File: src/hdl/akar_pkg.sv
// Shared types, constants and key classification for the analog keypad auto-repeat unit.
package akar_pkg;

  localparam int unsigned SampleW = 10;
  localparam int unsigned TimeW   = 32;
  localparam int unsigned KeyW    = 3;
  localparam int unsigned CntW    = 8;
  localparam int unsigned PeriodW = 15;
  localparam int unsigned CfgIdxW = 2;
  localparam int unsigned CfgDataW = 15;

  typedef enum logic [KeyW-1:0] {
    KeyNone     = 3'd0,
    KeyRight    = 3'd1,
    KeyUp       = 3'd2,
    KeyDown     = 3'd3,
    KeyLeft     = 3'd4,
    KeySelect   = 3'd5,
    KeyHeldWait = 3'd6
  } key_e;

  typedef enum logic [CfgIdxW-1:0] {
    CfgSampleCount    = 2'd0,
    CfgRepeatInterval = 2'd1,
    CfgRepeatDelay    = 2'd2
  } cfg_idx_e;

  localparam logic [SampleW-1:0] MinIdle      = 10'd1023;
  localparam logic [SampleW-1:0] ThreshNone   = 10'd1000;
  localparam logic [SampleW-1:0] ThreshSelect = 10'd700;
  localparam logic [SampleW-1:0] ThreshLeft   = 10'd450;
  localparam logic [SampleW-1:0] ThreshDown   = 10'd300;
  localparam logic [SampleW-1:0] ThreshUp     = 10'd100;

  localparam logic [CntW-1:0]    SampleCountRst    = 8'd5;
  localparam logic [PeriodW-1:0] RepeatIntervalRst = 15'd200;
  localparam logic [PeriodW-1:0] RepeatDelayRst    = 15'd500;

  function automatic key_e classify(input logic [SampleW-1:0] v);
    key_e k;
    if (v > ThreshNone) k = KeyNone;
    else if (v > ThreshSelect) k = KeySelect;
    else if (v > ThreshLeft) k = KeyLeft;
    else if (v > ThreshDown) k = KeyDown;
    else if (v > ThreshUp) k = KeyUp;
    else k = KeyRight;
    return k;
  endfunction

endpackage

File: src/hdl/analog_keypad_autorepeat_unit.sv
// Analog keypad reader: group minimum, ladder classification and key auto-repeat.
//
// Takes one ADC word per cycle. Each word passes an input register, then one pass of logic
// (minimum update, group count, ladder thresholds, repeat timing against the last report
// time) that writes the state and, when the word closes a group, the result register.
// A result is registered from its staged closing word; input accepts a word every
// cycle and stalls only while a result sits in the output register with the consumer not
// ready and the staged word would close another group. Configuration writes are taken in
// any cycle and should be made only while the unit is idle.
module analog_keypad_autorepeat_unit (
  input  logic                          clk_i,
  input  logic                          rst_ni,
  input  logic                          in_valid_i,
  output logic                          in_ready_o,
  input  logic [akar_pkg::SampleW-1:0]  sample_i,
  input  logic [akar_pkg::TimeW-1:0]    now_ms_i,
  output logic                          out_valid_o,
  input  logic                          out_ready_i,
  output logic [akar_pkg::KeyW-1:0]     key_o,
  input  logic                          cfg_valid_i,
  output logic                          cfg_ready_o,
  input  logic [akar_pkg::CfgIdxW-1:0]  cfg_index_i,
  input  logic [akar_pkg::CfgDataW-1:0] cfg_data_i
);

  // configuration
  logic [akar_pkg::CntW-1:0]    sample_count_q;
  logic [akar_pkg::PeriodW-1:0] repeat_interval_q;
  logic [akar_pkg::PeriodW-1:0] repeat_delay_q;

  // input register
  logic                         in_valid_q;
  logic [akar_pkg::SampleW-1:0] sample_q;
  logic [akar_pkg::TimeW-1:0]   now_q;

  // keypad state
  logic [akar_pkg::SampleW-1:0] min_q, min_d;
  logic [akar_pkg::CntW-1:0]    cnt_q, cnt_d;
  akar_pkg::key_e               last_key_q, last_key_d;
  logic [akar_pkg::TimeW-1:0]   report_time_q, report_time_d;
  logic                         repeated_q, repeated_d;

  // result register
  logic                         out_valid_q;
  akar_pkg::key_e               key_q, key_d;

  logic [akar_pkg::SampleW-1:0] min_new;
  logic [akar_pkg::CntW-1:0]    cnt_new;
  logic                         group_done;
  logic                         out_free;
  logic                         advance;
  akar_pkg::key_e               key_class;
  logic [akar_pkg::TimeW-1:0]   since_interval;
  logic [akar_pkg::TimeW-1:0]   since_delay;
  logic                         wait_interval;
  logic                         wait_delay;

  assign cfg_ready_o = 1'b1;

  always_ff @(posedge clk_i or negedge rst_ni) begin
    if (!rst_ni) begin
      sample_count_q    <= akar_pkg::SampleCountRst;
      repeat_interval_q <= akar_pkg::RepeatIntervalRst;
      repeat_delay_q    <= akar_pkg::RepeatDelayRst;
    end else if (cfg_valid_i) begin
      unique case (cfg_index_i)
        akar_pkg::CfgSampleCount:    sample_count_q    <= cfg_data_i[akar_pkg::CntW-1:0];
        akar_pkg::CfgRepeatInterval: repeat_interval_q <= cfg_data_i;
        akar_pkg::CfgRepeatDelay:    repeat_delay_q    <= cfg_data_i;
        default: ;
      endcase
    end
  end

  // group bookkeeping on the staged word
  assign min_new    = (sample_q < min_q) ? sample_q : min_q;
  assign cnt_new    = cnt_q + 1'b1;
  assign group_done = (cnt_new == '0) || (cnt_new >= sample_count_q);
  assign key_class  = akar_pkg::classify(min_new);

  assign since_interval = now_q - {{(akar_pkg::TimeW-akar_pkg::PeriodW){1'b0}}, repeat_interval_q};
  assign since_delay    = now_q - {{(akar_pkg::TimeW-akar_pkg::PeriodW){1'b0}}, repeat_delay_q};
  assign wait_interval  = since_interval < report_time_q;
  assign wait_delay     = !repeated_q && (since_delay < report_time_q);

  assign out_free   = !out_valid_q || out_ready_i;
  assign advance    = in_valid_q && (out_free || !group_done);
  assign in_ready_o = !in_valid_q || advance;

  always_comb begin
    min_d         = min_q;
    cnt_d         = cnt_q;
    last_key_d    = last_key_q;
    report_time_d = report_time_q;
    repeated_d    = repeated_q;
    key_d         = key_q;
    if (advance) begin
      if (!group_done) begin
        min_d = min_new;
        cnt_d = cnt_new;
      end else begin
        min_d = akar_pkg::MinIdle;
        cnt_d = '0;
        if (key_class == akar_pkg::KeyNone) begin
          // release: keep report time and repeat flag
          last_key_d = akar_pkg::KeyNone;
          key_d      = akar_pkg::KeyNone;
        end else if (key_class == last_key_q) begin
          if (wait_interval || wait_delay) begin
            key_d = akar_pkg::KeyHeldWait;
          end else begin
            repeated_d    = 1'b1;
            report_time_d = now_q;
            key_d         = key_class;
          end
        end else begin
          last_key_d    = key_class;
          repeated_d    = 1'b0;
          report_time_d = now_q;
          key_d         = key_class;
        end
      end
    end
  end

  always_ff @(posedge clk_i or negedge rst_ni) begin
    if (!rst_ni) begin
      in_valid_q    <= 1'b0;
      out_valid_q   <= 1'b0;
      min_q         <= akar_pkg::MinIdle;
      cnt_q         <= '0;
      last_key_q    <= akar_pkg::KeyNone;
      report_time_q <= '0;
      repeated_q    <= 1'b0;
      key_q         <= akar_pkg::KeyNone;
    end else begin
      if (in_ready_o) begin
        in_valid_q <= in_valid_i;
      end
      if (advance && group_done) begin
        out_valid_q <= 1'b1;
      end else if (out_ready_i) begin
        out_valid_q <= 1'b0;
      end
      min_q         <= min_d;
      cnt_q         <= cnt_d;
      last_key_q    <= last_key_d;
      report_time_q <= report_time_d;
      repeated_q    <= repeated_d;
      key_q         <= key_d;
    end
  end

  // staged word payload: hold while stalled
  always_ff @(posedge clk_i) begin
    if (in_ready_o && in_valid_i) begin
      sample_q <= sample_i;
      now_q    <= now_ms_i;
    end
  end

  assign out_valid_o = out_valid_q;
  assign key_o       = key_q;

endmodule

File: config.mk
export PLATFORM = sky130hd
export DESIGN_NAME = analog_keypad_autorepeat_unit
export DESIGN_NICKNAME = d
export VERILOG_FILES = /design/src/hdl/akar_pkg.sv /design/src/hdl/analog_keypad_autorepeat_unit.sv
export SDC_FILE = /design/constraint.sdc
export NUM_CORES = 1
export LEC_CHECK = 0
export ABC_CLOCK_PERIOD_IN_PS = 6650
export BUFFER_PORTS_ARGS = -buffer_cell sky130_fd_sc_hd__buf_4
export CAP_MARGIN = 15
export CORE_ASPECT_RATIO = 0.9
export CORE_MARGIN = 1.5
export CORE_UTILIZATION = 60
export CTS_BUF_LIST = sky130_fd_sc_hd__clkbuf_2
export DETAILED_ROUTE_END_ITERATION = 10
export PLACE_DENSITY = 0.86
export REMOVE_ABC_BUFFERS = 1
export SLEW_MARGIN = 10
export SYNTH_ARGS = -nofsm -noshare
export SYNTH_HDL_FRONTEND = slang
export SYNTH_SLANG_ARGS = --single-unit
File: constraint.sdc
create_clock -name clk_i -period 6.65 [get_ports clk_i]
set_clock_uncertainty 0.05 [all_clocks]
set_input_delay 0.3325 -clock clk_i [delete_from_list [all_inputs] [get_ports clk_i]]
set_output_delay 0.3325 -clock clk_i [all_outputs]
set_load 0.01 [all_outputs]
==> metrics.yaml <==
syn_inst: 960
ys_seq_area_share_pct: 39.7
maxCapViolations: 0
rsz0062_at_grt: "false"
timing.rr.end: "report_time_q[17]"
clk_latency_ns: 0.83
synth_top_area_share_pct: 20.3
grt_util_all_layers_pct: 30.7
cts_hold_buffers: 71
cts.reportedPaths.clkPinSlew_ns: 0.30
cp_max_fo: 14
worstRegToRegCells: 24
io_buffers: 68
yosysWarnings: 0
endpoint_kind: "register"
status: "finished, final reports clean"
powerDensity_mw_per_mm2: 345
post-cts-setup-buffer-count: 0
netlist_area_sq_mm: 0.00935
core_area_sq_mm: 0.0153
leakagePower_nw: 4.94
h-tree-depth: 4
min_path_cells: 2
dieWidth_um: 135
synth_top_cell_by_area: "dfrtp_1"
min_period_ns: 6.12
die_h_um: 121
arrival_ns: 6.73
final.setup.worst_slack_ns: 0.528
finalWeightedCongestion: 0.879
synth_cell_types: 70
tritoncts: "built"
most-common-layout-cells: "110 x ha_1, 94 x nand2_1, 89 x inv_1"
antenna_left: 0
final_common_cell: "ha_1"
cts_sinks: 139
place_ws_ns: 0.751
tightest_slew_ns: 1.09
fin_crit_sh_pct: 92.1
drc: 0
max_freq_mhz: 163
drt-pass1-iter-count: 8
drive_gt1_share_pct: 15.8
place_area_sq_mm: 0.0101
grt.met3_usage_pct: 6.60
maxSlewViolCount: 0
setup_viol: 0
pin_count: 70
routed_wl_um: 24100
met1_usage_pct: 39.2
dieArea_sq_mm: 0.0163
layout.nets: 1279
numCtsBuffers: 17
cts-root-buf: "clkbuf_2"
synth_edf_count: 42
synthFlopType: "dfrtp_1"
areaGrowthSynthToFinish_pct: 18.0
overflow: 0
via_count: 7994
antenna_found_initial: 1
relSlewSlack_pct: 27.6
vias_per_cell: 6.06
r2r_slack_ns: 0.53
drt_iter0_drc: 584
ir_drop_mv: 0.255
ys_seq_elements: 139
hold_end: "now_q[10]"
grt_pass1_wl_um: 38600
grt_pass1_vias: 7840
path_class: "reg2reg"
netlist_top_cells_area: "dfrtp_1 20%, ha_1 15%, edfxtp_1 13%, dfstp_2 5.9%, xnor2_1 4.5%"
holdWs_ns: 0.159
dp_hpwl_um: 16400
cts-resized-gates: 0
final_area_sq_mm: 0.0110
r2r-start: "now_q[0]"
rows: 43
start_util_pct: 61.0
grt_max_degree: 63
synthArstFlopShare_pct: 69.8
hold_class: "in2reg"
syn_area_per_cell_sq_um: 9.74
setup_tns_ns: 0
hold_start: "now_ms_i[10]"
cp.required_ns: 7.26
clock_path_buffers: 2
utilization_pct: 72.0
critPathLaunchType: "register"
grt_util_met2_pct: 49.9
wl_per_cell_um: 18.3
grt.busiest_layer: "met2"
hold_viol: 0
-- power breakdown --
part           leakage [nW]  total [mW]  switching (mW)  internal (mW)
Combinational          3.24        1.96            1.11          0.849
Sequential             1.55        1.30           0.164           1.14
Clock                 0.144       0.539           0.386          0.153
Total                  4.94        3.81            1.66           2.14
-- synthesized netlist by cell type (all sizes together) (14+ instances only) --
master and number:
xnor2 48, dfrtp 76, nor3 27, dfstp 21, a21oi 44, nand2 95
xor2 14, mux2 32, inv 90, o21ai 41, ha 110, nand3 26
edfxtp 42, nor2 50, o22ai 30
-- worst max path at each step --
stage,from,to,slack (ns),cells past startpoint
after global placement,now_q[0],report_time_q[18],0.90,24
after floorplan,now_q[0],report_time_q[0],1.06,23
after detailed placement,now_q[0],report_time_q[21],0.75,24
after global routing,now_q[0],report_time_q[18],0.06,24
final,now_q[0],report_time_q[17],0.53,24
after CTS,now_q[0],report_time_q[17],0.65,24
-- metal layers --
layer,vias to the layer above,share of wire [%]
li1,3768,-
met1,3766,41
met2,386,48
met3,74,7.1
met4,0,3.9
met5,-,0
-- metrics by stage --
step                      power (mW)  std cells
final                           3.81       1319
after global routing            4.08       1319
after CTS                       3.75       1318
after detailed placement        3.18       1215
after global placement          3.08       1215
after floorplan                 2.66        939
-- critical path: stages (launching register included) --
cell	delay, ns
edfxtp_1	0.48
inv_1	0.10
ha_1	0.17
inv_1	0.06
fa_1	0.41
a21o_1	0.20
a31oi_1	0.19
nor4b_2	0.30
o31ai_1	0.18
o41ai_2	0.30
nor2b_1	0.12
a311oi_2	0.69
nand2_1	0.15
xnor2_1	0.15
ha_1	0.30
a21o_1	0.11
a21oi_1	0.06
or4_1	0.50
o211ai_1	0.11
a31o_2	0.13
o31a_1	0.19
a211oi_4	0.05
nor2_2	0.55
buf_4	0.32
o22ai_1	0.09
-- area by class of cell --
| class | count | area [sq um] |
|---|---|---|
| Multi-Input combinational cell | 710 | 5210 |
| Fill cell | 1043 | 4300 |
| Sequential cell | 139 | 3710 |
| Timing Repair Buffer | 145 | 1280 |
| Inverter | 90 | 338 |
| Tap cell | 202 | 253 |
| Clock inverter | 15 | 154 |
| Clock buffer | 17 | 85.1 |
| Antenna cell | 1 | 2.50 |
-- flip-flops by register name, indices dropped and copies added, names as in the netlist --
register           cells
sample_q              10
sample_count_q         8
min_q                 10
repeat_delay_q        15
cnt_q                  8
report_time_q         32
repeated_q             1
key_o                  3
out_valid_o            1
last_key_q             3
now_q                 32
in_valid_q             1
repeat_interval_q     15
-- cells by family (layout without fill, tap and decap cells) --
group                      count (synthesis)  in the layout  synth area share, %
and+or+nand+nor                          274            274                 14.2
AOI/OAI and AO/OA                        225            225                 16.2
DFF                                      139            139                 39.7
adders and majority gates                112            112                 15.1
buffers and inverters                    111            267                 4.58
xor gates and xnor gates                  62             62                 5.81
muxes                                     36             36                 4.28
other                                      1              2               0.0401
(Power assumes the default switching activity.)
